<file path="src/rtl/core/jmsp_pkg.sv">
`default_nettype none
package jmsp_pkg;

   localparam int QUANT_ENTRIES = 64;
   localparam int ENTRY_COUNT_W = $clog2(QUANT_ENTRIES + 1);
   localparam int ENTRY_INDEX_W = 6;
   localparam int QUEUE_DEPTH   = 4;
   localparam int RSP_DATA_W    = 80;

   localparam logic [7:0] BYTE_FF  = 8'hFF;
   localparam logic [7:0] MK_SOI   = 8'hD8;
   localparam logic [7:0] MK_APP0  = 8'hE0;
   localparam logic [7:0] MK_EOI   = 8'hD9;
   localparam logic [7:0] MK_DQT   = 8'hDB;
   localparam logic [7:0] MK_SOS   = 8'hDA;
   localparam logic [7:0] MK_TEM   = 8'h01;
   localparam logic [3:0] MAX_TABLE_ID = 4'd3;

   typedef enum logic [2:0] {
      EV_MARKER    = 3'd0,
      EV_FRAME     = 3'd1,
      EV_QUANT     = 3'd2,
      EV_BAD_START = 3'd3,
      EV_END_IMAGE = 3'd4,
      EV_SCAN      = 3'd5,
      EV_BAD_TABLE = 3'd6
   } event_type;

   typedef enum logic [9:0] {
      PH_SOI_FF  = 10'b00_0000_0001,
      PH_SOI_M   = 10'b00_0000_0010,
      PH_APP_FF  = 10'b00_0000_0100,
      PH_APP_M   = 10'b00_0000_1000,
      PH_LEN_HI  = 10'b00_0001_0000,
      PH_LEN_LO  = 10'b00_0010_0000,
      PH_PAYLOAD = 10'b00_0100_0000,
      PH_SEEK    = 10'b00_1000_0000,
      PH_MARK    = 10'b01_0000_0000,
      PH_HALT    = 10'b10_0000_0000
   } phase_type;

   // one classified input word
   typedef struct packed {
      logic [7:0] data;
      logic       first;
      logic       is_ff;
      logic       is_standalone;
      logic       is_sof;
      logic       is_dqt;
      logic       is_eoi;
      logic       is_sos;
   } item_type;

   typedef struct packed {
      event_type  kind;
      logic [7:0] marker_code;
      logic [7:0] precision;
      logic [15:0] height;
      logic [15:0] width;
      logic [7:0] components;
      logic [3:0] table_id;
      logic [ENTRY_INDEX_W-1:0] entry_index;
      logic [7:0] entry_value;
   } result_type;

endpackage
`default_nettype wire

</file>
<file path="src/rtl/core/jmsp_front.sv">
`default_nettype none
module jmsp_front (
   input  wire logic              req_tvalid,
   output logic                   req_tready,
   input  wire logic [7:0]        req_tdata,
   input  wire logic [0:0]        req_tuser,
   input  wire logic              q_full,
   output logic                   q_push,
   output jmsp_pkg::item_type     q_item
);

   logic [7:0] b;

   assign b          = req_tdata;
   assign req_tready = !q_full;
   assign q_push     = req_tvalid && !q_full;

   always_comb begin
      q_item               = '0;
      q_item.data          = b;
      q_item.first         = req_tuser[0];
      q_item.is_ff         = (b == jmsp_pkg::BYTE_FF);
      q_item.is_dqt        = (b == jmsp_pkg::MK_DQT);
      q_item.is_eoi        = (b == jmsp_pkg::MK_EOI);
      q_item.is_sos        = (b == jmsp_pkg::MK_SOS);
      q_item.is_standalone = (b == jmsp_pkg::MK_SOI) || (b == jmsp_pkg::MK_TEM)
                             || (b[7:3] == 5'b11010);
      case (b) inside
         8'hC0, 8'hC1, 8'hC2, 8'hC3, 8'hC5, 8'hC6, 8'hC7,
         8'hC9, 8'hCA, 8'hCB: q_item.is_sof = 1'b1;
         default:             q_item.is_sof = 1'b0;
      endcase
   end

endmodule
`default_nettype wire

</file>
<file path="src/rtl/core/jmsp_queue.sv">
`default_nettype none
module jmsp_queue #(
   parameter int DEPTH = jmsp_pkg::QUEUE_DEPTH
) (
   input  wire logic               clock,
   input  wire logic               reset,
   input  wire logic               push,
   input  wire jmsp_pkg::item_type push_item,
   output logic                    full,
   input  wire logic               pop,
   output logic                    valid,
   output jmsp_pkg::item_type      head
);

   localparam int PTR_W = (DEPTH > 1) ? $clog2(DEPTH) : 1;
   localparam int CNT_W = $clog2(DEPTH + 1);

   jmsp_pkg::item_type store_ff [DEPTH];
   logic [PTR_W-1:0] wr_ptr_ff, wr_ptr_in, rd_ptr_ff, rd_ptr_in;
   logic [CNT_W-1:0] count_ff, count_in;

   function automatic logic [PTR_W-1:0] ptr_next(input logic [PTR_W-1:0] p);
      return (p == PTR_W'(DEPTH - 1)) ? '0 : p + PTR_W'(1);
   endfunction

   assign full  = (count_ff == CNT_W'(DEPTH));
   assign valid = (count_ff != '0);
   assign head  = store_ff[rd_ptr_ff];

   always_comb begin
      wr_ptr_in = push ? ptr_next(wr_ptr_ff) : wr_ptr_ff;
      rd_ptr_in = pop  ? ptr_next(rd_ptr_ff) : rd_ptr_ff;
      count_in  = count_ff;
      if (push && !pop) begin
         count_in = count_ff + CNT_W'(1);
      end else if (pop && !push) begin
         count_in = count_ff - CNT_W'(1);
      end
   end

   always_ff @(posedge clock) begin
      if (reset) begin
         wr_ptr_ff <= '0;
         rd_ptr_ff <= '0;
         count_ff  <= '0;
      end else begin
         wr_ptr_ff <= wr_ptr_in;
         rd_ptr_ff <= rd_ptr_in;
         count_ff  <= count_in;
      end
   end

   always_ff @(posedge clock) begin
      if (push) begin
         store_ff[wr_ptr_ff] <= push_item;
      end
   end

endmodule
`default_nettype wire

</file>
<file path="src/rtl/core/jmsp_back.sv">
`default_nettype none
module jmsp_back (
   input  wire logic               clock,
   input  wire logic               reset,
   input  wire logic               q_valid,
   input  wire jmsp_pkg::item_type q_head,
   output logic                    q_pop,
   output logic                    rsp_valid,
   input  wire logic               rsp_ready,
   output jmsp_pkg::result_type    rsp_result
);

   localparam int TC_W = jmsp_pkg::ENTRY_COUNT_W;

   jmsp_pkg::phase_type phase_ff, phase_in, cur_phase;
   logic [7:0]  marker_ff, marker_in;
   logic        seg_sof_ff, seg_sof_in, seg_dqt_ff, seg_dqt_in;
   logic [7:0]  len_hi_ff, len_hi_in;
   logic [15:0] limit_ff, limit_in;
   logic [15:0] count_ff, count_in;
   logic [TC_W-1:0] tec_ff, tec_in;
   logic [3:0]  table_ff, table_in;
   logic [7:0]  prec_ff, prec_in;
   logic [15:0] height_ff, height_in, width_ff, width_in;
   logic        out_valid_ff, out_valid_in;
   jmsp_pkg::result_type out_ff, out_in, res;
   logic        emit;
   logic [7:0]  b;
   logic [15:0] seg_len;

   assign b         = q_head.data;
   assign q_pop     = q_valid && (!out_valid_ff || rsp_ready);
   assign cur_phase = q_head.first ? jmsp_pkg::PH_SOI_FF : phase_ff;
   assign seg_len   = {len_hi_ff, b};
   assign rsp_valid = out_valid_ff;
   assign rsp_result = out_ff;

   always_comb begin
      phase_in   = phase_ff;
      marker_in  = marker_ff;
      seg_sof_in = seg_sof_ff;
      seg_dqt_in = seg_dqt_ff;
      len_hi_in  = len_hi_ff;
      limit_in   = limit_ff;
      count_in   = count_ff;
      tec_in     = tec_ff;
      table_in   = table_ff;
      prec_in    = prec_ff;
      height_in  = height_ff;
      width_in   = width_ff;
      emit       = 1'b0;
      res        = '0;

      unique case (cur_phase)
         jmsp_pkg::PH_SOI_FF, jmsp_pkg::PH_APP_FF: begin
            if (!q_head.is_ff) begin
               phase_in = jmsp_pkg::PH_HALT;
               emit     = 1'b1;
               res.kind = jmsp_pkg::EV_BAD_START;
            end else begin
               phase_in = (cur_phase == jmsp_pkg::PH_SOI_FF) ? jmsp_pkg::PH_SOI_M
                                                              : jmsp_pkg::PH_APP_M;
            end
         end
         jmsp_pkg::PH_SOI_M: begin
            emit = 1'b1;
            if (b != jmsp_pkg::MK_SOI) begin
               phase_in = jmsp_pkg::PH_HALT;
               res.kind = jmsp_pkg::EV_BAD_START;
            end else begin
               phase_in        = jmsp_pkg::PH_APP_FF;
               res.kind        = jmsp_pkg::EV_MARKER;
               res.marker_code = b;
            end
         end
         jmsp_pkg::PH_APP_M: begin
            emit = 1'b1;
            if (b != jmsp_pkg::MK_APP0) begin
               phase_in = jmsp_pkg::PH_HALT;
               res.kind = jmsp_pkg::EV_BAD_START;
            end else begin
               phase_in        = jmsp_pkg::PH_LEN_HI;
               marker_in       = b;
               seg_sof_in      = 1'b0;
               seg_dqt_in      = 1'b0;
               res.kind        = jmsp_pkg::EV_MARKER;
               res.marker_code = b;
            end
         end
         jmsp_pkg::PH_LEN_HI: begin
            len_hi_in = b;
            phase_in  = jmsp_pkg::PH_LEN_LO;
         end
         jmsp_pkg::PH_LEN_LO: begin
            limit_in = seg_len - 16'd2;
            count_in = '0;
            tec_in   = '0;
            phase_in = (seg_len <= 16'd2) ? jmsp_pkg::PH_SEEK : jmsp_pkg::PH_PAYLOAD;
         end
         jmsp_pkg::PH_PAYLOAD: begin
            count_in = count_ff + 16'd1;
            if (seg_sof_ff) begin
               case (count_ff)
                  16'd0: prec_in          = b;
                  16'd1: height_in[15:8]  = b;
                  16'd2: height_in[7:0]   = b;
                  16'd3: width_in[15:8]   = b;
                  16'd4: width_in[7:0]    = b;
                  16'd5: begin
                     emit            = 1'b1;
                     res.kind        = jmsp_pkg::EV_FRAME;
                     res.marker_code = marker_ff;
                     res.precision   = prec_ff;
                     res.height      = height_ff;
                     res.width       = width_ff;
                     res.components  = b;
                  end
                  default: ;
               endcase
            end else if (seg_dqt_ff) begin
               if (tec_ff == '0) begin
                  table_in = b[3:0];
                  tec_in   = TC_W'(1);
                  if (b[3:0] > jmsp_pkg::MAX_TABLE_ID) begin
                     emit            = 1'b1;
                     res.kind        = jmsp_pkg::EV_BAD_TABLE;
                     res.marker_code = marker_ff;
                     res.table_id    = b[3:0];
                  end
               end else begin
                  if (table_ff <= jmsp_pkg::MAX_TABLE_ID) begin
                     emit            = 1'b1;
                     res.kind        = jmsp_pkg::EV_QUANT;
                     res.marker_code = marker_ff;
                     res.table_id    = table_ff;
                     res.entry_index = jmsp_pkg::ENTRY_INDEX_W'(tec_ff - TC_W'(1));
                     res.entry_value = b;
                  end
                  tec_in = (tec_ff == TC_W'(jmsp_pkg::QUANT_ENTRIES)) ? '0
                                                                      : tec_ff + TC_W'(1);
               end
            end
            if (count_in >= limit_ff) begin
               phase_in = jmsp_pkg::PH_SEEK;
            end
         end
         jmsp_pkg::PH_SEEK: begin
            if (q_head.is_ff) begin
               phase_in = jmsp_pkg::PH_MARK;
            end
         end
         jmsp_pkg::PH_MARK: begin
            if (!q_head.is_ff) begin
               emit            = 1'b1;
               res.marker_code = b;
               if (q_head.is_eoi) begin
                  phase_in = jmsp_pkg::PH_HALT;
                  res.kind = jmsp_pkg::EV_END_IMAGE;
               end else if (q_head.is_sos) begin
                  phase_in = jmsp_pkg::PH_HALT;
                  res.kind = jmsp_pkg::EV_SCAN;
               end else if (q_head.is_standalone) begin
                  phase_in = jmsp_pkg::PH_SEEK;
                  res.kind = jmsp_pkg::EV_MARKER;
               end else begin
                  phase_in   = jmsp_pkg::PH_LEN_HI;
                  marker_in  = b;
                  seg_sof_in = q_head.is_sof;
                  seg_dqt_in = q_head.is_dqt;
                  res.kind   = jmsp_pkg::EV_MARKER;
               end
            end
         end
         jmsp_pkg::PH_HALT: ;
         default: phase_in = jmsp_pkg::PH_HALT;
      endcase
   end

   always_comb begin
      out_valid_in = out_valid_ff;
      out_in       = out_ff;
      if (q_pop) begin
         out_valid_in = emit;
         out_in       = res;
      end else if (rsp_ready) begin
         out_valid_in = 1'b0;
      end
   end

   always_ff @(posedge clock) begin
      if (reset) begin
         phase_ff     <= jmsp_pkg::PH_SOI_FF;
         count_ff     <= '0;
         limit_ff     <= '0;
         tec_ff       <= '0;
         seg_sof_ff   <= 1'b0;
         seg_dqt_ff   <= 1'b0;
         out_valid_ff <= 1'b0;
      end else begin
         if (q_pop) begin
            phase_ff   <= phase_in;
            count_ff   <= count_in;
            limit_ff   <= limit_in;
            tec_ff     <= tec_in;
            seg_sof_ff <= seg_sof_in;
            seg_dqt_ff <= seg_dqt_in;
         end
         out_valid_ff <= out_valid_in;
      end
   end

   always_ff @(posedge clock) begin
      if (q_pop) begin
         marker_ff <= marker_in;
         len_hi_ff <= len_hi_in;
         table_ff  <= table_in;
         prec_ff   <= prec_in;
         height_ff <= height_in;
         width_ff  <= width_in;
      end
      out_ff <= out_in;
   end

   // payload phase always has at least one byte left to count
   a_payload_left: assert property (@(posedge clock) disable iff (reset)
      phase_ff == jmsp_pkg::PH_PAYLOAD |-> count_ff < limit_ff)
      else $error("payload count reached segment limit without leaving payload");

   a_quant_id: assert property (@(posedge clock) disable iff (reset)
      out_valid_ff && out_ff.kind == jmsp_pkg::EV_QUANT |->
         out_ff.table_id <= jmsp_pkg::MAX_TABLE_ID)
      else $error("quant entry reported for an invalid table id");

   a_halt_after_stop: assert property (@(posedge clock) disable iff (reset)
      q_pop && emit && (res.kind == jmsp_pkg::EV_BAD_START ||
                        res.kind == jmsp_pkg::EV_END_IMAGE ||
                        res.kind == jmsp_pkg::EV_SCAN)
      |=> phase_ff == jmsp_pkg::PH_HALT)
      else $error("parser did not halt after a stop event");

   a_no_overwrite: assert property (@(posedge clock) disable iff (reset)
      out_valid_ff && !rsp_ready |=> out_valid_ff && $stable(out_ff))
      else $error("pending result word lost or changed");

endmodule
`default_nettype wire

</file>
<file path="src/rtl/core/jpeg_marker_segment_parser_core.sv">
`default_nettype none
// channel   dir  ports                          word
// req       in   req_tvalid/tready/tdata/tuser  one file byte, tuser = first byte of file
// rsp       out  rsp_tvalid/tready/tdata/tuser  one parse event, tuser = event kind
//
// one byte per cycle sustained while rsp is not held off; the parse state machine in the back end
// decides each byte combinationally and holds its result in one output register
// a small byte queue sits between the classifier and the parser, so req stalls
// only when the queue fills while rsp is held off
// a byte waits at the queue head while a result word is held off, even if it gives no event
// reset: synchronous, active high; empties the queue and rearms the start check
module jpeg_marker_segment_parser_core #(
   parameter int QUEUE_DEPTH = jmsp_pkg::QUEUE_DEPTH
) (
   input  wire logic        clock,
   input  wire logic        reset,
   input  wire logic        req_tvalid,
   output logic             req_tready,
   input  wire logic [7:0]  req_tdata,   // data_byte[7:0]
   input  wire logic [0:0]  req_tuser,   // first_byte[0]
   output logic             rsp_tvalid,
   input  wire logic        rsp_tready,
   // marker_code[7:0], precision[15:8], height[31:16], width[47:32],
   // components[55:48], table_id[59:56], entry_index[65:60], entry_value[73:66], zeros
   output logic [jmsp_pkg::RSP_DATA_W-1:0] rsp_tdata,
   output logic [2:0]       rsp_tuser    // event_res[2:0]
);

   jmsp_pkg::item_type   push_item, head;
   jmsp_pkg::result_type result;
   logic q_full, q_push, q_pop, q_valid;

   jmsp_front u_front (
      .req_tvalid (req_tvalid),
      .req_tready (req_tready),
      .req_tdata  (req_tdata),
      .req_tuser  (req_tuser),
      .q_full     (q_full),
      .q_push     (q_push),
      .q_item     (push_item)
   );

   jmsp_queue #(
      .DEPTH (QUEUE_DEPTH)
   ) u_queue (
      .clock     (clock),
      .reset     (reset),
      .push      (q_push),
      .push_item (push_item),
      .full      (q_full),
      .pop       (q_pop),
      .valid     (q_valid),
      .head      (head)
   );

   jmsp_back u_back (
      .clock      (clock),
      .reset      (reset),
      .q_valid    (q_valid),
      .q_head     (head),
      .q_pop      (q_pop),
      .rsp_valid  (rsp_tvalid),
      .rsp_ready  (rsp_tready),
      .rsp_result (result)
   );

   assign rsp_tuser = result.kind;
   assign rsp_tdata = {6'd0, result.entry_value, result.entry_index, result.table_id,
                       result.components, result.width, result.height,
                       result.precision, result.marker_code};

endmodule
`default_nettype wire
</file>
<file path="config.mk">
export PLATFORM = sky130hd
export DESIGN_NAME = jpeg_marker_segment_parser_core
export DESIGN_NICKNAME = d
export VERILOG_FILES = /design/src/rtl/core/jmsp_pkg.sv /design/src/rtl/core/jmsp_front.sv /design/src/rtl/core/jmsp_queue.sv /design/src/rtl/core/jmsp_back.sv /design/src/rtl/core/jpeg_marker_segment_parser_core.sv
export SDC_FILE = /design/constraint.sdc
export NUM_CORES = 1
export LEC_CHECK = 0
export ABC_CLOCK_PERIOD_IN_PS = 10700
export BUFFER_PORTS_ARGS = -buffer_cell sky130_fd_sc_hd__buf_4
export CAP_MARGIN = 30
export CELL_PAD_IN_SITES_DETAIL_PLACEMENT = 0
export CELL_PAD_IN_SITES_GLOBAL_PLACEMENT = 1
export CORE_MARGIN = 2
export CORE_UTILIZATION = 53
export DETAILED_ROUTE_END_ITERATION = 12
export PLACE_DENSITY = 0.83
export REMOVE_ABC_BUFFERS = 1
export SLEW_MARGIN = 30
export SYNTH_ARGS = -nofsm -noshare
export SYNTH_HDL_FRONTEND = slang
export SYNTH_SLANG_ARGS = --single-unit
export TNS_END_PERCENT = 30
</file>
<file path="constraint.sdc">
create_clock -name clock -period 10.7 [get_ports clock]
set_clock_uncertainty 0.2 [all_clocks]
set_input_delay 2.14 -clock clock [delete_from_list [all_inputs] [get_ports clock]]
set_output_delay 2.14 -clock clock [all_outputs]
set_load 0.01 [all_outputs]
</file>
==> impl_metrics.tcl <==
set metrics [dict create \
    grt_pass1_wl_um 37100 \
    rows 53 \
    reg2reg_depth 12 \
    crit_type "flip-flop to flip-flop" \
    htree_num_levels 1 \
    worstMarginPinSlew_ns 0.880 \
    seq_area_frac_synth_pct 63.2 \
    layout_common_cells "edfxtp_1 (197), buf_4 (98), nor2_1 (73), dfxtp_1 (61), and3_1 (55)" \
    setup_viol 0 \
    vias 7364 \
    dp_hpwl_um 15600 \
    yosysWarnings 0 \
    critical_path_arrival_ns 4.58 \
    cts_hold_buf 0 \
    hold_class "flip-flop to flip-flop" \
    rsz0062_at_grt "false" \
    fillers 1670 \
    ys_ff_latch 258 \
    synth_edf_count 197 \
    layout_min_cycle_time_ns 4.40 \
    seqCellArea_sq_um 7140 \
    first_pass_iters 5 \
    first_iter_violations 474 \
    numCtsBuffers 27 \
    cp-end-kind "flip-flop" \
    finalHoldViolCount 0 \
    syn_to_final_growth_pct 15.5 \
    grt_max_degree 80 \
    fin_crit_sh_pct 41.1 \
    fmax_mhz 227 \
    critPathLaunch "u_back.count_ff[0]$_SDFFE_PP0P_" \
    drv_slew 0 \
    root_buffer "clkbuf_16" \
    globalplace.congestion 0.850 \
    die_area_sq_um 22500 \
    cts_buffer_depth 3 \
    dieHeight_um 150 \
    io_pins 98 \
    whs_path_depth 2 \
    power_mw 3.15 \
    wire_per_inst_um 18.6 \
    leakage_nw 4.82 \
    portBuffers 91 \
    drc_errors 0 \
    drive_gt1_share_pct 17.4 \
    yosysTopAreaCellShare_pct 52.4 \
    cp_cell_sequence "ha_1 > nand3_1 > nor3_1 > nand3_1 > xnor2_1 > ha_1 > nand2_1 > o21ai_0 > a2111oi_0 > o2111ai_1 > a21oi_1 > a211oi_1" \
    async_flop_share_pct 0 \
    synthTopCellsByArea "edfxtp_1 (52%), dfxtp_1 (11%), ha_1 (3.3%), and3_1 (3.0%), mux4_2 (3.0%)" \
    cts_tree "built" \
    ant_nets 0 \
    multiInputGateArea_sq_um 3830 \
    synthesis.area_sq_um 11300 \
    cts-resized-gates 0 \
    synthCells 890 \
    layout_commonest_cell "edfxtp_1" \
    fin_nets 1025 \
    reg2reg_slack_ns 6.30 \
    grt_antenna_before_repair 0 \
    synthFlopType "edfxtp_1" \
    layout_setup_ws_ns 6.30 \
    crit_required_ns 10.88 \
    pre_cts_ws_ns 6.02 \
    clock-sinks 258 \
    post-cts-setup-buffers 0 \
    yosys.area.top_type "edfxtp_1" \
    syn_area_per_cell_sq_um 12.7 \
    critical_path.endpoint "u_back.phase_ff[7]$_SDFFE_PP0P_" \
    max_stage_delay_ns 0.69 \
    core-area_sq_um 21000 \
    wl_um 23700 \
    cp_max_fo 7 \
    synth_cell_type_count 74 \
    clk_pin_slew_ns 0.06 \
    start_util_pct 53.9 \
    maxCapViolCount 0 \
    start_kind "flip-flop" \
    grt_pass1_vias 7013 \
    crit_slowest_cell "nor3_1" \
    r2r_start "u_back.count_ff[0]$_SDFFE_PP0P_" \
    die_x_um 150 \
    status "finished, final reports clean" \
    tns_ns 0 \
    diodes 0 \
    rr_endpoint "u_back.phase_ff[7]$_SDFFE_PP0P_" \
    relSlewSlack_pct 40.8 \
    grt_usage_pct 21.1 \
    worstSkewPairLatency_ns 0.54 \
    peakVddDrop_uv 165 \
    grt_overflow_total 0 \
    powerDensity_nw_per_um2 242 \
    routed_via_density 5.78 \
]
-- critical path: cells and delay by family (launching register included) --
kind	cells	cell delay (ns)
AO/OA/AOI/OAI	5	1.51
XOR/XNOR	1	0.25
adder cells (fa/ha/maj)	2	0.60
flip-flops	1	0.47
AND/OR/NAND/NOR	4	1.21
-- worst min path at each step --
stage	from	endpoint	slack [ns]
2_1_floorplan	u_back.limit_ff[0]$_SDFFE_PP0P_	u_back.limit_ff[0]$_SDFFE_PP0P_	0.23
3_3_place_gp	u_back.limit_ff[0]$_SDFFE_PP0P_	u_back.limit_ff[0]$_SDFFE_PP0P_	0.26
3_5_place_dp	u_back.limit_ff[0]$_SDFFE_PP0P_	u_back.limit_ff[0]$_SDFFE_PP0P_	0.26
4_1_cts	u_back.limit_ff[0]$_SDFFE_PP0P_	u_back.limit_ff[0]$_SDFFE_PP0P_	0.27
5_1_grt	u_back.limit_ff[0]$_SDFFE_PP0P_	u_back.limit_ff[0]$_SDFFE_PP0P_	0.31
6_report	u_back.limit_ff[0]$_SDFFE_PP0P_	u_back.limit_ff[0]$_SDFFE_PP0P_	0.27
-- through the flow --
stage | instances | hold WS (ns) | instance area [sq um] | utilization (%)
floorplan | 853 | 0.230 | 11100 | -
global placement | 1227 | 0.255 | 12200 | 58.2
detailed placement | 1227 | 0.265 | 12200 | 58.2
CTS | 1275 | 0.273 | 13000 | 62.2
global route | 1275 | 0.312 | 13000 | 62.2
finish | 1275 | 0.272 | 13000 | 62.2
-- cell type report --
| class | count | area share (%) |
|---|---|---|
| clock buffers | 31 | 5.30 |
| repair buffers | 99 | 5.73 |
| multi-input cells | 557 | 29.4 |
| inverters | 38 | 1.10 |
| clock inverters | 17 | 1.06 |
| flip-flops and latches | 258 | 54.8 |
| well taps | 275 | 2.64 |
-- state kept, by name (all words and copies together), names as in the netlist, 4 cells and up, named ones only --
name	flops
u_back.limit_ff	16
u_back.count_ff	16
u_back.table_ff	4
u_back.rsp_result	77
u_queue.store_ff	60
u_back.phase_ff	10
u_back.marker_ff	8
u_back.len_hi_ff	8
u_back.tec_ff	7
u_back.prec_ff	8
u_back.height_ff	16
u_back.width_ff	16
-- metal layers --
metal  track usage [%]  vias up  part of all wire (%)
met5                 0        -                     0
met4              6.42        0                   2.6
met1              28.6     3582                    43
met2              35.5      224                    49
li1                  -     3516                     -
met3              3.23       42                   5.6
-- synthesized netlist by cell type (3+ instances only) --
master     count
nand4_1       10
a21o_1         4
nand3b_1       5
nor3b_1        4
buf_4          7
xor2_1        15
nor4_1        10
inv_1         38
a211oi_1      17
nor2b_1        8
or4_1          5
or3_1         15
edfxtp_1     197
mux4_2        15
and3_1        55
nor2_1        73
nand2b_1       6
xnor2_1       20
o21ai_1        3
or3b_2         5
a221o_1        4
dfxtp_1       61
a21oi_1       50
ha_1          30
clkbuf_1      24
o211ai_1       3
nor3_1        20
o21ai_0       25
buf_2          8
nand2_1       47
and2_1        10
a2111oi_0      3
nand3_1       31
mux2i_1        8
a21boi_0       3
-- power by group --
| part | switching (mW) | internal, mW |
|---|---|---|
| combinational | 0.527 | 0.325 |
| clock | 0.369 | 0.508 |
| sequential | 0.0774 | 1.34 |
| total | 0.974 | 2.18 |
-- logic make-up after synthesis --
family / share of synthesized area [%]
and+or+nand+nor: 15.7
DFF: 63.2
AOI/OAI and AO/OA: 7.88
buffers and inverters: 3.15
xor gates and xnor gates: 2.72
adders and majority gates: 3.50
muxes: 3.80
other: 0.0332
Note: power is estimated with default switching activity, not from simulation.
